## src/rtl/core/lcbs_pkg.sv

```systemverilog
`default_nettype none

package lcbs_pkg;

	localparam int LCBS_MAX_SEGMENTS = 64;
	localparam int LCBS_MAX_BITS     = 6144;
	localparam int LCBS_CRC_BITS     = 24;
	localparam int LCBS_SEG_PAYLOAD  = LCBS_MAX_BITS - LCBS_CRC_BITS;
	localparam int LCBS_MIN_SIZE     = 40;

	// ceil(x/6120) = floor(floor((x+6119)/8)/765); 765*21931 = 2^24-1
	localparam int LCBS_PAYLOAD_DIV8 = LCBS_SEG_PAYLOAD / 8;
	localparam int LCBS_RECIP_SHIFT  = 24;
	localparam int LCBS_RECIP        = ((1 << LCBS_RECIP_SHIFT) - 1) / LCBS_PAYLOAD_DIV8;

	localparam int LCBS_B_W    = 19;
	localparam int LCBS_BP_W   = 20;
	localparam int LCBS_C_W    = 7;
	localparam int LCBS_K_W    = 13;
	localparam int LCBS_F_W    = 6;
	localparam int LCBS_SH_W   = 3;

	localparam int LCBS_DIV_STAGES = LCBS_K_W;
	localparam int LCBS_FIFO_DEPTH = 4;
	localparam int LCBS_PTR_W      = $clog2(LCBS_FIFO_DEPTH);
	localparam int LCBS_CNT_W      = $clog2(LCBS_FIFO_DEPTH + 1);

	localparam int LCBS_IN_TDATA_W  = 24;
	localparam int LCBS_OUT_TDATA_W = 56;

	localparam logic LCBS_STATUS_OK  = 1'b0;
	localparam logic LCBS_STATUS_ERR = 1'b1;

	typedef struct packed {
		logic                 status;
		logic [LCBS_C_W-1:0]  num_seg;
		logic [LCBS_BP_W-1:0] bp;
		logic [LCBS_BP_W-1:0] num;
	} lcbs_job_t;

	typedef struct packed {
		logic                 status;
		logic [LCBS_C_W-1:0]  num_seg;
		logic [LCBS_BP_W-1:0] bp;
		logic [LCBS_BP_W-1:0] rem;
		logic [LCBS_K_W-1:0]  quo;
	} lcbs_div_t;

	typedef struct packed {
		logic                 status;
		logic [LCBS_C_W-1:0]  num_seg;
		logic [LCBS_BP_W-1:0] bp;
		logic [LCBS_K_W-1:0]  kp;
		logic [LCBS_SH_W-1:0] sh;
	} lcbs_fin_t;

	typedef struct packed {
		logic                status;
		logic [LCBS_C_W-1:0] num_segments;
		logic [LCBS_C_W-1:0] num_plus;
		logic [LCBS_C_W-1:0] num_minus;
		logic [LCBS_K_W-1:0] size_plus;
		logic [LCBS_K_W-1:0] size_minus;
		logic [LCBS_F_W-1:0] filler_bits;
	} lcbs_res_t;

	// log2 of the interleaver grid step at size k
	function automatic logic [LCBS_SH_W-1:0] lcbs_grid_shift(input logic [LCBS_K_W:0] k);
		logic [LCBS_SH_W-1:0] sh;
		if (k <= (LCBS_K_W+1)'(512))
			sh = LCBS_SH_W'(3);
		else if (k <= (LCBS_K_W+1)'(1024))
			sh = LCBS_SH_W'(4);
		else if (k <= (LCBS_K_W+1)'(2048))
			sh = LCBS_SH_W'(5);
		else
			sh = LCBS_SH_W'(6);
		return sh;
	endfunction

	function automatic logic [LCBS_K_W:0] lcbs_round_grid(input logic [LCBS_K_W-1:0] q);
		logic [LCBS_K_W:0]    qx;
		logic [LCBS_K_W:0]    step;
		logic [LCBS_K_W:0]    kp;
		qx = {1'b0, q};
		if (qx <= (LCBS_K_W+1)'(LCBS_MIN_SIZE)) begin
			kp = (LCBS_K_W+1)'(LCBS_MIN_SIZE);
		end else begin
			step = (LCBS_K_W+1)'(1) << lcbs_grid_shift(qx);
			kp   = (qx + step - (LCBS_K_W+1)'(1)) & ~(step - (LCBS_K_W+1)'(1));
		end
		return kp;
	endfunction

endpackage

`default_nettype wire

```

## src/rtl/core/lcbs_front.sv

```systemverilog
`default_nettype none

module lcbs_front import lcbs_pkg::*; (
	input  wire logic                clk,
	input  wire logic                arst_n,
	input  wire logic                in_valid,
	output logic                     in_ready,
	input  wire logic [LCBS_B_W-1:0] tb_size,
	output logic                     push,
	output lcbs_job_t                push_job,
	input  wire logic                full
);

	logic                valid_s1, valid_s2;
	logic [LCBS_B_W-1:0] b_s1, b_s2;
	logic [16:0]         y_s1;
	logic [LCBS_C_W-1:0] qe_s1;
	logic [LCBS_C_W-1:0] c_s2;

	logic                adv;
	logic [LCBS_B_W:0]   x;
	logic [16:0]         y;
	logic [31:0]         prod;
	logic [16:0]         r;
	logic [LCBS_C_W-1:0] c_next;

	assign adv      = ~valid_s2 | ~full;
	assign in_ready = adv;

	always_comb begin
		x    = {1'b0, tb_size} + (LCBS_B_W+1)'(LCBS_SEG_PAYLOAD - 1);
		y    = x[LCBS_B_W:3];
		prod = 32'(y) * 32'(LCBS_RECIP);
	end

	always_comb begin
		r      = y_s1 - 17'(qe_s1) * 17'(LCBS_PAYLOAD_DIV8);
		c_next = qe_s1 + LCBS_C_W'(r >= 17'(LCBS_PAYLOAD_DIV8));
	end

	always_ff @(posedge clk or negedge arst_n) begin
		if (!arst_n) begin
			valid_s1 <= 1'b0;
			valid_s2 <= 1'b0;
		end else if (adv) begin
			valid_s1 <= in_valid;
			valid_s2 <= valid_s1;
		end
	end

	always_ff @(posedge clk) begin
		if (adv) begin
			b_s1  <= tb_size;
			y_s1  <= y;
			qe_s1 <= prod[LCBS_RECIP_SHIFT +: LCBS_C_W];
			b_s2  <= b_s1;
			c_s2  <= c_next;
		end
	end

	// classify: single block, or C blocks with a CRC each
	always_comb begin
		logic                one_blk;
		logic [LCBS_C_W-1:0] c_eff;
		logic [LCBS_BP_W-1:0] bp;
		one_blk = b_s2 <= LCBS_B_W'(LCBS_MAX_BITS);
		c_eff = one_blk ? LCBS_C_W'(1) : c_s2;
		bp    = one_blk ? {1'b0, b_s2}
		                : {1'b0, b_s2} + LCBS_BP_W'(c_s2) * LCBS_BP_W'(LCBS_CRC_BITS);
		push_job.status  = (c_eff > LCBS_C_W'(LCBS_MAX_SEGMENTS)) ? LCBS_STATUS_ERR
		                                                          : LCBS_STATUS_OK;
		push_job.num_seg = c_eff;
		push_job.bp      = bp;
		push_job.num     = bp + LCBS_BP_W'(c_eff) - LCBS_BP_W'(1);
	end

	assign push = valid_s2 & ~full;

endmodule

`default_nettype wire

```

## src/rtl/core/lcbs_fifo.sv

```systemverilog
`default_nettype none

module lcbs_fifo import lcbs_pkg::*; (
	input  wire logic      clk,
	input  wire logic      arst_n,
	input  wire logic      push,
	input  lcbs_job_t      wr_data,
	output logic           full,
	input  wire logic      pop,
	output lcbs_job_t      rd_data,
	output logic           empty
);

	lcbs_job_t               mem_q [LCBS_FIFO_DEPTH];
	logic [LCBS_PTR_W-1:0]   wr_ptr_q, rd_ptr_q;
	logic [LCBS_CNT_W-1:0]   count_q;

	assign full    = count_q == LCBS_CNT_W'(LCBS_FIFO_DEPTH);
	assign empty   = count_q == '0;
	assign rd_data = mem_q[rd_ptr_q];

	always_ff @(posedge clk or negedge arst_n) begin
		if (!arst_n) begin
			wr_ptr_q <= '0;
			rd_ptr_q <= '0;
			count_q  <= '0;
		end else begin
			if (push)
				wr_ptr_q <= wr_ptr_q + LCBS_PTR_W'(1);
			if (pop)
				rd_ptr_q <= rd_ptr_q + LCBS_PTR_W'(1);
			count_q <= count_q + LCBS_CNT_W'(push) - LCBS_CNT_W'(pop);
		end
	end

	always_ff @(posedge clk) begin
		if (push)
			mem_q[wr_ptr_q] <= wr_data;
	end

`ifndef SYNTHESIS
	a_no_overflow: assert property (@(posedge clk) disable iff (!arst_n)
		full |-> !push) else $error("beat written into full queue");
	a_no_underflow: assert property (@(posedge clk) disable iff (!arst_n)
		empty |-> !pop) else $error("beat read from empty queue");
`endif

endmodule

`default_nettype wire

```

## src/rtl/core/lcbs_back.sv

```systemverilog
`default_nettype none

module lcbs_back import lcbs_pkg::*; (
	input  wire logic clk,
	input  wire logic arst_n,
	input  lcbs_job_t job,
	input  wire logic empty,
	output logic      pop,
	output logic      out_valid,
	input  wire logic out_ready,
	output lcbs_res_t out_res
);

	localparam int LAST = LCBS_DIV_STAGES - 1;

	logic [LCBS_DIV_STAGES-1:0] div_valid_q;
	lcbs_div_t                  div_q [LCBS_DIV_STAGES];
	lcbs_div_t                  div_d [LCBS_DIV_STAGES];
	logic                       fin_valid_q;
	lcbs_fin_t                  fin_q;
	lcbs_fin_t                  fin_d;
	logic                       out_valid_q;
	lcbs_res_t                  out_q;
	lcbs_res_t                  out_d;
	logic                       adv;

	assign adv = ~out_valid_q | out_ready;
	assign pop = adv & ~empty;

	// restoring divider, one quotient bit per stage, MSB first
	always_comb begin
		lcbs_div_t          src;
		logic [LCBS_BP_W:0] dvs;
		for (int i = 0; i < LCBS_DIV_STAGES; i++) begin
			if (i == 0) begin
				src.status  = job.status;
				src.num_seg = job.num_seg;
				src.bp      = job.bp;
				src.rem     = job.num;
				src.quo     = '0;
			end else begin
				src = div_q[(i == 0) ? 0 : i - 1];
			end
			dvs = (LCBS_BP_W+1)'(src.num_seg) << (LAST - i);
			div_d[i] = src;
			if ({1'b0, src.rem} >= dvs) begin
				div_d[i].rem = src.rem - dvs[LCBS_BP_W-1:0];
				div_d[i].quo[LAST - i] = 1'b1;
			end
		end
	end

	always_comb begin
		logic [LCBS_K_W:0] kp;
		kp = lcbs_round_grid(div_q[LAST].quo);
		fin_d.status  = div_q[LAST].status;
		fin_d.num_seg = div_q[LAST].num_seg;
		fin_d.bp      = div_q[LAST].bp;
		fin_d.kp      = kp[LCBS_K_W-1:0];
		fin_d.sh      = lcbs_grid_shift(kp);
	end

	// d = C*K+ - B'; for C > 1, C- = d / step and F = d mod step; for C = 1, F = d
	always_comb begin
		logic [LCBS_BP_W-1:0] prod;
		logic [LCBS_BP_W-1:0] d;
		logic [LCBS_BP_W-1:0] cm;
		logic [LCBS_C_W-1:0]  mask;
		prod = LCBS_BP_W'(fin_q.num_seg) * LCBS_BP_W'(fin_q.kp);
		d    = prod - fin_q.bp;
		cm   = d >> fin_q.sh;
		mask = (LCBS_C_W'(1) << fin_q.sh) - LCBS_C_W'(1);
		out_d = '0;
		if (fin_q.status == LCBS_STATUS_ERR) begin
			out_d.status = LCBS_STATUS_ERR;
		end else if (fin_q.num_seg == LCBS_C_W'(1)) begin
			out_d.num_segments = fin_q.num_seg;
			out_d.num_plus     = LCBS_C_W'(1);
			out_d.size_plus    = fin_q.kp;
			out_d.filler_bits  = d[LCBS_F_W-1:0];
		end else begin
			out_d.num_segments = fin_q.num_seg;
			out_d.num_minus    = cm[LCBS_C_W-1:0];
			out_d.num_plus     = fin_q.num_seg - cm[LCBS_C_W-1:0];
			out_d.size_plus    = fin_q.kp;
			out_d.size_minus   = fin_q.kp - (LCBS_K_W'(1) << fin_q.sh);
			out_d.filler_bits  = d[LCBS_F_W-1:0] & mask[LCBS_F_W-1:0];
		end
	end

	always_ff @(posedge clk or negedge arst_n) begin
		if (!arst_n) begin
			div_valid_q <= '0;
			fin_valid_q <= 1'b0;
			out_valid_q <= 1'b0;
		end else if (adv) begin
			div_valid_q <= {div_valid_q[LCBS_DIV_STAGES-2:0], ~empty};
			fin_valid_q <= div_valid_q[LAST];
			out_valid_q <= fin_valid_q;
		end
	end

	always_ff @(posedge clk) begin
		if (adv) begin
			for (int i = 0; i < LCBS_DIV_STAGES; i++)
				div_q[i] <= div_d[i];
			fin_q <= fin_d;
			out_q <= out_d;
		end
	end

	assign out_valid = out_valid_q;
	assign out_res   = out_q;

`ifndef SYNTHESIS
	a_counts_sum: assert property (@(posedge clk) disable iff (!arst_n)
		(out_valid_q && out_q.status == LCBS_STATUS_OK) |->
		(out_q.num_plus + out_q.num_minus == out_q.num_segments))
		else $error("block counts do not add up");
	a_size_range: assert property (@(posedge clk) disable iff (!arst_n)
		(out_valid_q && out_q.status == LCBS_STATUS_OK) |->
		(out_q.size_plus >= LCBS_K_W'(LCBS_MIN_SIZE) &&
		 out_q.size_plus <= LCBS_K_W'(LCBS_MAX_BITS) && out_q.num_segments != '0))
		else $error("K+ outside interleaver range");
	a_error_zero: assert property (@(posedge clk) disable iff (!arst_n)
		(out_valid_q && out_q.status == LCBS_STATUS_ERR) |->
		(out_q.num_segments == '0 && out_q.size_plus == '0 && out_q.filler_bits == '0))
		else $error("error result carries data");
`endif

endmodule

`default_nettype wire

```

## src/rtl/core/lte_code_block_segmentation.sv

```systemverilog
`default_nettype none

// LTE turbo code block segmentation (36.212 5.1.2). One transport block size
// per s_axis beat, one result per m_axis beat, in order. Throughput is one beat
// per cycle while m_axis_tready stays high. A size passes two front stages that
// find the segment count C by a reciprocal multiply, the 4-entry queue, 13
// stages of a pipelined restoring divider for ceil(B'/C), one grid-rounding
// stage and the output register. m_axis_tuser flags more than 64 segments, in
// which case m_axis_tdata is all zero.
module lte_code_block_segmentation import lcbs_pkg::*; (
	input  wire logic                        clk,
	input  wire logic                        arst_n,
	input  wire logic                        s_axis_tvalid,
	output logic                             s_axis_tready,
	input  wire logic [LCBS_IN_TDATA_W-1:0]  s_axis_tdata,  // [18:0] tb_size
	output logic                             m_axis_tvalid,
	input  wire logic                        m_axis_tready,
	// [6:0] num_segments, [13:7] num_plus, [20:14] num_minus,
	// [33:21] size_plus, [46:34] size_minus, [52:47] filler_bits
	output logic [LCBS_OUT_TDATA_W-1:0]      m_axis_tdata,
	output logic                             m_axis_tuser   // [0] status
);

	logic      push, full, pop, empty;
	lcbs_job_t push_job, pop_job;
	lcbs_res_t res;

	lcbs_front u_front (
		.clk      (clk),
		.arst_n   (arst_n),
		.in_valid (s_axis_tvalid),
		.in_ready (s_axis_tready),
		.tb_size  (s_axis_tdata[LCBS_B_W-1:0]),
		.push     (push),
		.push_job (push_job),
		.full     (full)
	);

	lcbs_fifo u_fifo (
		.clk     (clk),
		.arst_n  (arst_n),
		.push    (push),
		.wr_data (push_job),
		.full    (full),
		.pop     (pop),
		.rd_data (pop_job),
		.empty   (empty)
	);

	lcbs_back u_back (
		.clk       (clk),
		.arst_n    (arst_n),
		.job       (pop_job),
		.empty     (empty),
		.pop       (pop),
		.out_valid (m_axis_tvalid),
		.out_ready (m_axis_tready),
		.out_res   (res)
	);

	assign m_axis_tuser = res.status;
	assign m_axis_tdata = {3'b000, res.filler_bits, res.size_minus, res.size_plus,
	                       res.num_minus, res.num_plus, res.num_segments};

endmodule

`default_nettype wire

```

## config.mk

```make
export PLATFORM = sky130hd
export DESIGN_NAME = lte_code_block_segmentation
export DESIGN_NICKNAME = d
export VERILOG_FILES = /design/src/rtl/core/lcbs_pkg.sv /design/src/rtl/core/lcbs_front.sv /design/src/rtl/core/lcbs_fifo.sv /design/src/rtl/core/lcbs_back.sv /design/src/rtl/core/lte_code_block_segmentation.sv
export SDC_FILE = /design/constraint.sdc
export NUM_CORES = 2
export LEC_CHECK = 0
export ABC_AREA = 1
export BUFFER_PORTS_ARGS = -buffer_cell sky130_fd_sc_hd__buf_4
export CORE_MARGIN = 8
export CORE_UTILIZATION = 58
export DETAILED_ROUTE_END_ITERATION = 8
export PLACE_DENSITY = 0.75
export SYNTH_ARGS = -nofsm -noshare
export SYNTH_HDL_FRONTEND = slang
export SYNTH_SLANG_ARGS = --single-unit
export TNS_END_PERCENT = 50
```

## constraint.sdc

```tcl
create_clock -name clk -period 22.5 [get_ports clk]
set_clock_uncertainty 0.15 [all_clocks]
set_input_delay 3.375 -clock clk [delete_from_list [all_inputs] [get_ports clk]]
set_output_delay 3.375 -clock clk [all_outputs]
set_load 0.02 [all_outputs]
```

**Word-level counts from Yosys, hierarchy flattened**

Memory sizes are Yosys's and may differ from the RTL's.
Index checks and enable logic that the tools add are counted.

- Register bits after elaboration: 191
- Bits of input ports: 28
- RAM bits: 985
- Memories: 2
- Output and inout bits: 59

Memory list:

| memory | depth | width | read ports | clocked after Yosys merged registers in | wr ports | line | source |
|---|---|---|---|---|---|---|---|
| u_back.div_q | 13 | 61 | 13 | 0 | 13 | lcbs_back.sv:17 | `lcbs_div_t div_q [LCBS_DIV_STAGES];` |
| u_fifo.mem_q | 4 | 48 | 1 | 0 | 1 | lcbs_fifo.sv:14 | `lcbs_job_t mem_q [LCBS_FIFO_DEPTH];` |

- Equality and inequality tests: 2
- Shifts and indexed selects: 4
- Muxes and demuxes: 42
- Reduce and logical (&&, ||, !) cells: 2
- Bitwise gates (word level): 11
- Add/subtract/negate cells: 30
- Multiply operators: 4
- $lt $le $gt $ge: 23

Operators by type and width:

| cell | number |
|---|---|
| $mux 20 | 13 |
| $mul 17x15->31 const B | 1 |
| $sub 14x1->14 const B | 2 |
| $mux 21 | 1 |
| $add 19x12->20 | 1 |
| $add 19x13->20 const B | 1 |
| $add 20x7->20 | 1 |
| $ge 20x10->1 | 1 |
| $ge 20x11->1 | 1 |
| $ge 20x12->1 | 1 |
| $ge 20x13->1 | 1 |
| $ge 20x14->1 | 1 |
| $ge 20x15->1 | 1 |
| $ge 20x16->1 | 1 |
| $ge 20x17->1 | 1 |
| $ge 20x18->1 | 1 |
| $ge 20x19->1 | 1 |
| $ge 20x7->1 | 1 |
| $ge 20x8->1 | 1 |
| $ge 20x9->1 | 1 |
| $mul 7x13->20 | 1 |
| $shr 20x3->7 | 1 |
| $sub 20x1->20 const B | 1 |
| $sub 20x10->20 | 1 |
| other kinds (53) | 81 |

**Logic depth before layout (Yosys ltp)**

An unclocked memory read counts as a cell.

- Word-level depth: 14
- Gate-level depth with buffers: 34
- Gate-level depth less buffers: 34

**Modules after synthesis**

Synthesis repeated with hierarchy kept, for this count alone.

- Cell total of the unflattened synthesis: 5153
- Area, all modules: 54715.0 um^2

By module, submodules not included:

| module | instances | cells an instance | area each (um^2) |
|---|---|---|---|
| lcbs_back | 1 | 2801 | 33773.6 |
| lcbs_front | 1 | 1550 | 12439.4 |
| lcbs_fifo | 1 | 798 | 8475.6 |
| lte_code_block_segmentation | 1 | 4 | 26.3 |

**Worst setup path after synthesis**

OpenSTA, ideal clock, no wires.

- Path type: input port to flip-flop
- Start point: input port m_axis_tready
- End point: memory u_back.div_q[0][100] (netlist name) (enable)
- Arrival time: 22.833 ns
- Data required time: 20.999 ns
- Cell stages on the path: 3
- Setup slack: -1.834 ns
- Path buffers: 1
- Cell sequence: nor2_1 > inv_1 > clkbuf_1

RTL lines:

| item | line | source |
|---|---|---|
| start: declaration | lte_code_block_segmentation.sv:17 | `input wire logic m_axis_tready,` |
| end: declaration | lcbs_back.sv:17 |  |

**Worst setup path after layout**

- Start point: input port s_axis_tdata[0]
- End point: register u_front.qe_s1[6] (data pin)

- Longest elaborated chain between the ends: 2

RTL lines:

| item | line | source |
|---|---|---|
| start: declaration | lte_code_block_segmentation.sv:15 | `input wire logic [LCBS_IN_TDATA_W-1:0] s_axis_tdata,` |
| $add 19x13->20 | lcbs_front.sv:31 | `x = {1'b0, tb_size} + (LCBS_B_W+1)'(LCBS_SEG_PAYLOAD - 1);` |
| net u_front.x[19] | lcbs_front.sv:21 | `logic [LCBS_B_W:0] x;` |
| $mul 17x15->31 | lcbs_front.sv:33 | `prod = 32'(y) * 32'(LCBS_RECIP);` |
| net u_front.prod[30] | lcbs_front.sv:23 | `logic [31:0] prod;` |
| end signal: assignment | lcbs_front.sv:55 | `qe_s1 <= prod[LCBS_RECIP_SHIFT +: LCBS_C_W];` |
| end: declaration | lcbs_front.sv:17 | `logic [LCBS_C_W-1:0] qe_s1;` |

The timed path passes the listed nets, and every way through them passes these cells.
A chain may end at the register's enable or synchronous reset.

==> impl_metrics.json <==
{
  "status": "complete, no violations",
  "yosysSeqAreaShare": 0.544,
  "rows": 111,
  "startpoint_type": "primary input",
  "num_antenna_cells": 0,
  "postCtsSetupRepairBufs": 0,
  "route.final.wire_length_microns": 103000,
  "maxCapViolations": 0,
  "cp-end-kind": "flop",
  "placed_area_sq_um": 55200,
  "cts_hold_buffers": 0,
  "synth_compound_gate_area_share": 0.0652,
  "crit_path_top_delay_cell": "sky130_fd_sc_hd__fa_1",
  "mux_cell_area_share_after_synthesis": 0.000211,
  "synth_warnings": 0,
  "yosys_register_bits": 970,
  "die_width_microns": 319,
  "commonest_cells_after_routing_fill_and_taps_aside": "sky130_fd_sc_hd__edfxtp_1, sky130_fd_sc_hd__inv_1, sky130_fd_sc_hd__nand2_1, sky130_fd_sc_hd__nor2_1, sky130_fd_sc_hd__ha_1",
  "first_iter_violations": 2521,
  "postLayoutCoreUtil": 0.639,
  "timing.critical_path.mode_cell": "sky130_fd_sc_hd__inv_1",
  "detail-route-antenna-nets": 0,
  "dominantRegCellSynth": "sky130_fd_sc_hd__edfxtp_1",
  "floorplan.die_area_sq_um": 102000,
  "initial_core_util": 0.583,
  "placeableCoreArea_sq_um": 91400,
  "synth.distinct_cells": 74,
  "stdcell_area_sq_um": 58400,
  "fin_crit_ps": 9490,
  "synth_top_family_by_area": "adder cells",
  "via_cell_ratio": 5.32,
  "crit_path_max_incr_delay_ps": 540,
  "path_class": "primary input to flop",
  "timing_max_transition_violations_final": 0,
  "timing.critical_path.max_delay_family": "adder cells",
  "pre_cts_ws_ps": 12390,
  "synth_simple_gate_area_share": 0.130,
  "first_pass_iteration_count_of_the_detailed_router": 7,
  "clk_pin_slew_worst_paths_ps": 60,
  "post_drt_wl_per_cell_microns": 16.2,
  "synth-edff-count": 946,
  "hold_vio_cnt_final": 0,
  "max-slew-margin-rel": 0.230,
  "grt_antenna_before_repair": 0,
  "synthesis.area_per_instance_sq_um": 10.8,
  "worst-endpoint-required_ps": 22760,
  "tritoncts.num_buffers": 96,
  "layout_worst_path_cycle_share": 0.422,
  "clkSinkCount": 970,
  "yosys.area_share.adder": 0.157,
  "setup_slack_ps": 13010,
  "cts-resized-gates": 0,
  "postSynth.asyncResetShare": 0.0247,
  "port-buffer-count": 78,
  "filler_cell_count": 6969,
  "io_pins": 87,
  "track_usage": 0.202,
  "via_count_of_the_first_global_routing_pass": 33432,
  "drc": 0,
  "wire_length_of_the_first_global_routing_pass_microns": 168000,
  "most_common_library_cell_in_the_layout_ignoring_fill_and_taps": "sky130_fd_sc_hd__edfxtp_1",
  "tightestPinTransition_ps": 1150,
  "gpl.final_weighted_congestion": 0.897,
  "critical_path_buf_inv_count": 8,
  "cp_max_fo": 6,
  "clock_tree.root_cell": "sky130_fd_sc_hd__clkbuf_16",
  "grt_overflow_total": 0,
  "areaGrowthSynthToFinish_pct": 9.55,
  "min-delay-path-class": "flop to flop",
  "die_height_microns": 319,
  "final_layout_size_suffix_gt1_frac": 0.0679,
  "grt_max_degree": 186,
  "route.vias.total": 33658,
  "cts_tree": "done",
  "timing.setup.tns_ps": 0,
  "cells_after_synthesis": 4939,
  "synth_xor_xnor_area_share": 0.0304,
  "crit_path_arrival_time_ps": 9740,
  "syn-cell-area_sq_um": 53300,
  "setup_violations": 0,
  "cts.path.max_buffers": 3,
  "finish.net_count": 5648,
  "cts-htree-levels": 3,
  "max_freq_mhz": 105,
  "clock_insertion_delay_worst_skew_ps": 650,
  "rsz0062_at_grt": "no",
  "dp_hpwl_microns": 76900
}
==> layout make-up <==
| type | instances | area, sq um | share of cell area |
|---|---|---|---|
| clock buffers | 122 | 2600 | 0.0446 |
| clock inverters | 55 | 576 | 0.00985 |
| inverters | 934 | 3520 | 0.0602 |
| multi-input cells | 2963 | 20500 | 0.351 |
| flip-flops and latches | 970 | 29000 | 0.497 |
| well taps | 1186 | 1480 | 0.0254 |
| repair buffers | 97 | 741 | 0.0127 |
==> registers in the layout, summed over array words and instances (netlist names) <==
| name | cells |
|---|---|
| u_back.fin_valid_q | 1 |
| u_front.b_s1 | 19 |
| u_fifo.mem_q | 168 |
| u_fifo.rd_ptr_q | 2 |
| u_front.valid_s1 | 1 |
| u_front.c_s2 | 7 |
| u_fifo.count_q | 3 |
| u_front.y_s1 | 17 |
| u_fifo.wr_ptr_q | 2 |
| u_back.div_q | 617 |
| u_front.valid_s2 | 1 |
| u_back.div_valid_q | 13 |
| u_front.b_s2 | 19 |
| u_back.out_valid | 1 |
| u_back.out_res | 54 |
| u_back.fin_q | 38 |
| u_front.qe_s1 | 7 |
==> worst reg2reg max path, stage by stage, from the launching register on <==
cell	delay, ps
sky130_fd_sc_hd__edfxtp_1	840
sky130_fd_sc_hd__nand2_1	180
sky130_fd_sc_hd__fa_1	510
sky130_fd_sc_hd__fa_1	490
sky130_fd_sc_hd__inv_1	50
sky130_fd_sc_hd__fa_1	530
sky130_fd_sc_hd__inv_1	60
sky130_fd_sc_hd__fa_1	540
sky130_fd_sc_hd__inv_1	40
sky130_fd_sc_hd__ha_1	340
sky130_fd_sc_hd__a21oi_1	320
sky130_fd_sc_hd__a31o_2	210
sky130_fd_sc_hd__nand3_1	80
sky130_fd_sc_hd__nand3_1	110
sky130_fd_sc_hd__nand3_1	80
sky130_fd_sc_hd__nand2_1	160
sky130_fd_sc_hd__inv_1	60
sky130_fd_sc_hd__ha_1	210
sky130_fd_sc_hd__fa_1	360
sky130_fd_sc_hd__inv_1	100
sky130_fd_sc_hd__a21oi_1	70
sky130_fd_sc_hd__o21bai_1	230
sky130_fd_sc_hd__a21oi_1	120
sky130_fd_sc_hd__o21bai_1	160
sky130_fd_sc_hd__xor2_1	190
sky130_fd_sc_hd__inv_1	60
sky130_fd_sc_hd__nand2_1	60
sky130_fd_sc_hd__a21oi_1	70
==> Yosys cell counts, types with 30 or more instances <==
| master | count | area share |
|---|---|---|
| sky130_fd_sc_hd__ha_1 | 372 | 0.087 |
| sky130_fd_sc_hd__xnor2_1 | 53 | 0.0087 |
| sky130_fd_sc_hd__fa_1 | 186 | 0.070 |
| sky130_fd_sc_hd__o21ai_1 | 30 | 0.0028 |
| sky130_fd_sc_hd__a21oi_1 | 203 | 0.019 |
| sky130_fd_sc_hd__nand3_1 | 180 | 0.017 |
| sky130_fd_sc_hd__o21ai_0 | 212 | 0.020 |
| sky130_fd_sc_hd__nor2_1 | 381 | 0.027 |
| sky130_fd_sc_hd__clkbuf_1 | 38 | 0.0027 |
| sky130_fd_sc_hd__edfxtp_1 | 946 | 0.53 |
| sky130_fd_sc_hd__nand2_1 | 807 | 0.057 |
| sky130_fd_sc_hd__inv_1 | 918 | 0.065 |
| sky130_fd_sc_hd__xor2_1 | 130 | 0.021 |
| sky130_fd_sc_hd__nand4_1 | 57 | 0.0067 |
| sky130_fd_sc_hd__nor3_1 | 56 | 0.0053 |
==> per-layer routing <==
metal	global-route usage	vias to the layer above	wire, microns
li1	-	16745	-
met1	0.273	15957	45900
met2	0.339	788	48700
met3	0.0319	168	5310
met4	0.0569	0	2670
met5	0	-	0
==> worst paths after layout <==
kind / from / end / slack (ps) / depth (start not counted)
worst max register to register: u_back.fin_q[39]$_DFFE_PP_ / u_back.out_res[45]$_SDFFCE_PP0P_ / 15840 / 27
max in group asynchronous: arst_n / u_fifo.rd_ptr_q[0]$_DFFE_PN0P_ / 19400 / 1
worst min register to register: u_back.div_q[1][298]$_DFFE_PP_ / u_back.fin_q[37]$_DFFE_PP_ / 260 / 0
min in group asynchronous: arst_n / u_fifo.wr_ptr_q[1]$_DFFE_PN0P_ / 2480 / 1
worst min-delay path: u_back.div_q[1][298]$_DFFE_PP_ / u_back.fin_q[37]$_DFFE_PP_ / 260 / 0
worst max-delay path: s_axis_tdata[0] / u_front.qe_s1[6]$_DFFE_PP_ / 13010 / 31
==> cells by family (layout without fill, tap and decap cells) <==
logic type | count (synthesis) | in the layout
AOI/OAI and AO/OA | 607 | 607
xor gates and xnor gates | 184 | 184
adders and majority gates | 558 | 558
buffers and inverters | 1011 | 1208
DFF | 970 | 970
muxes | 1 | 1
other | 2 | 7
and+or+nand+nor | 1606 | 1606
==> metrics by stage <==
step	std cells	hold WS, ps
finish	6327	258
global route	6327	265
CTS	6327	261
detailed placement	6150	255
global placement	6150	250
floorplan	4944	250
Power is not shown: default switching activity piles up to over one toggle a cycle in this logic, so the estimate is an artifact.
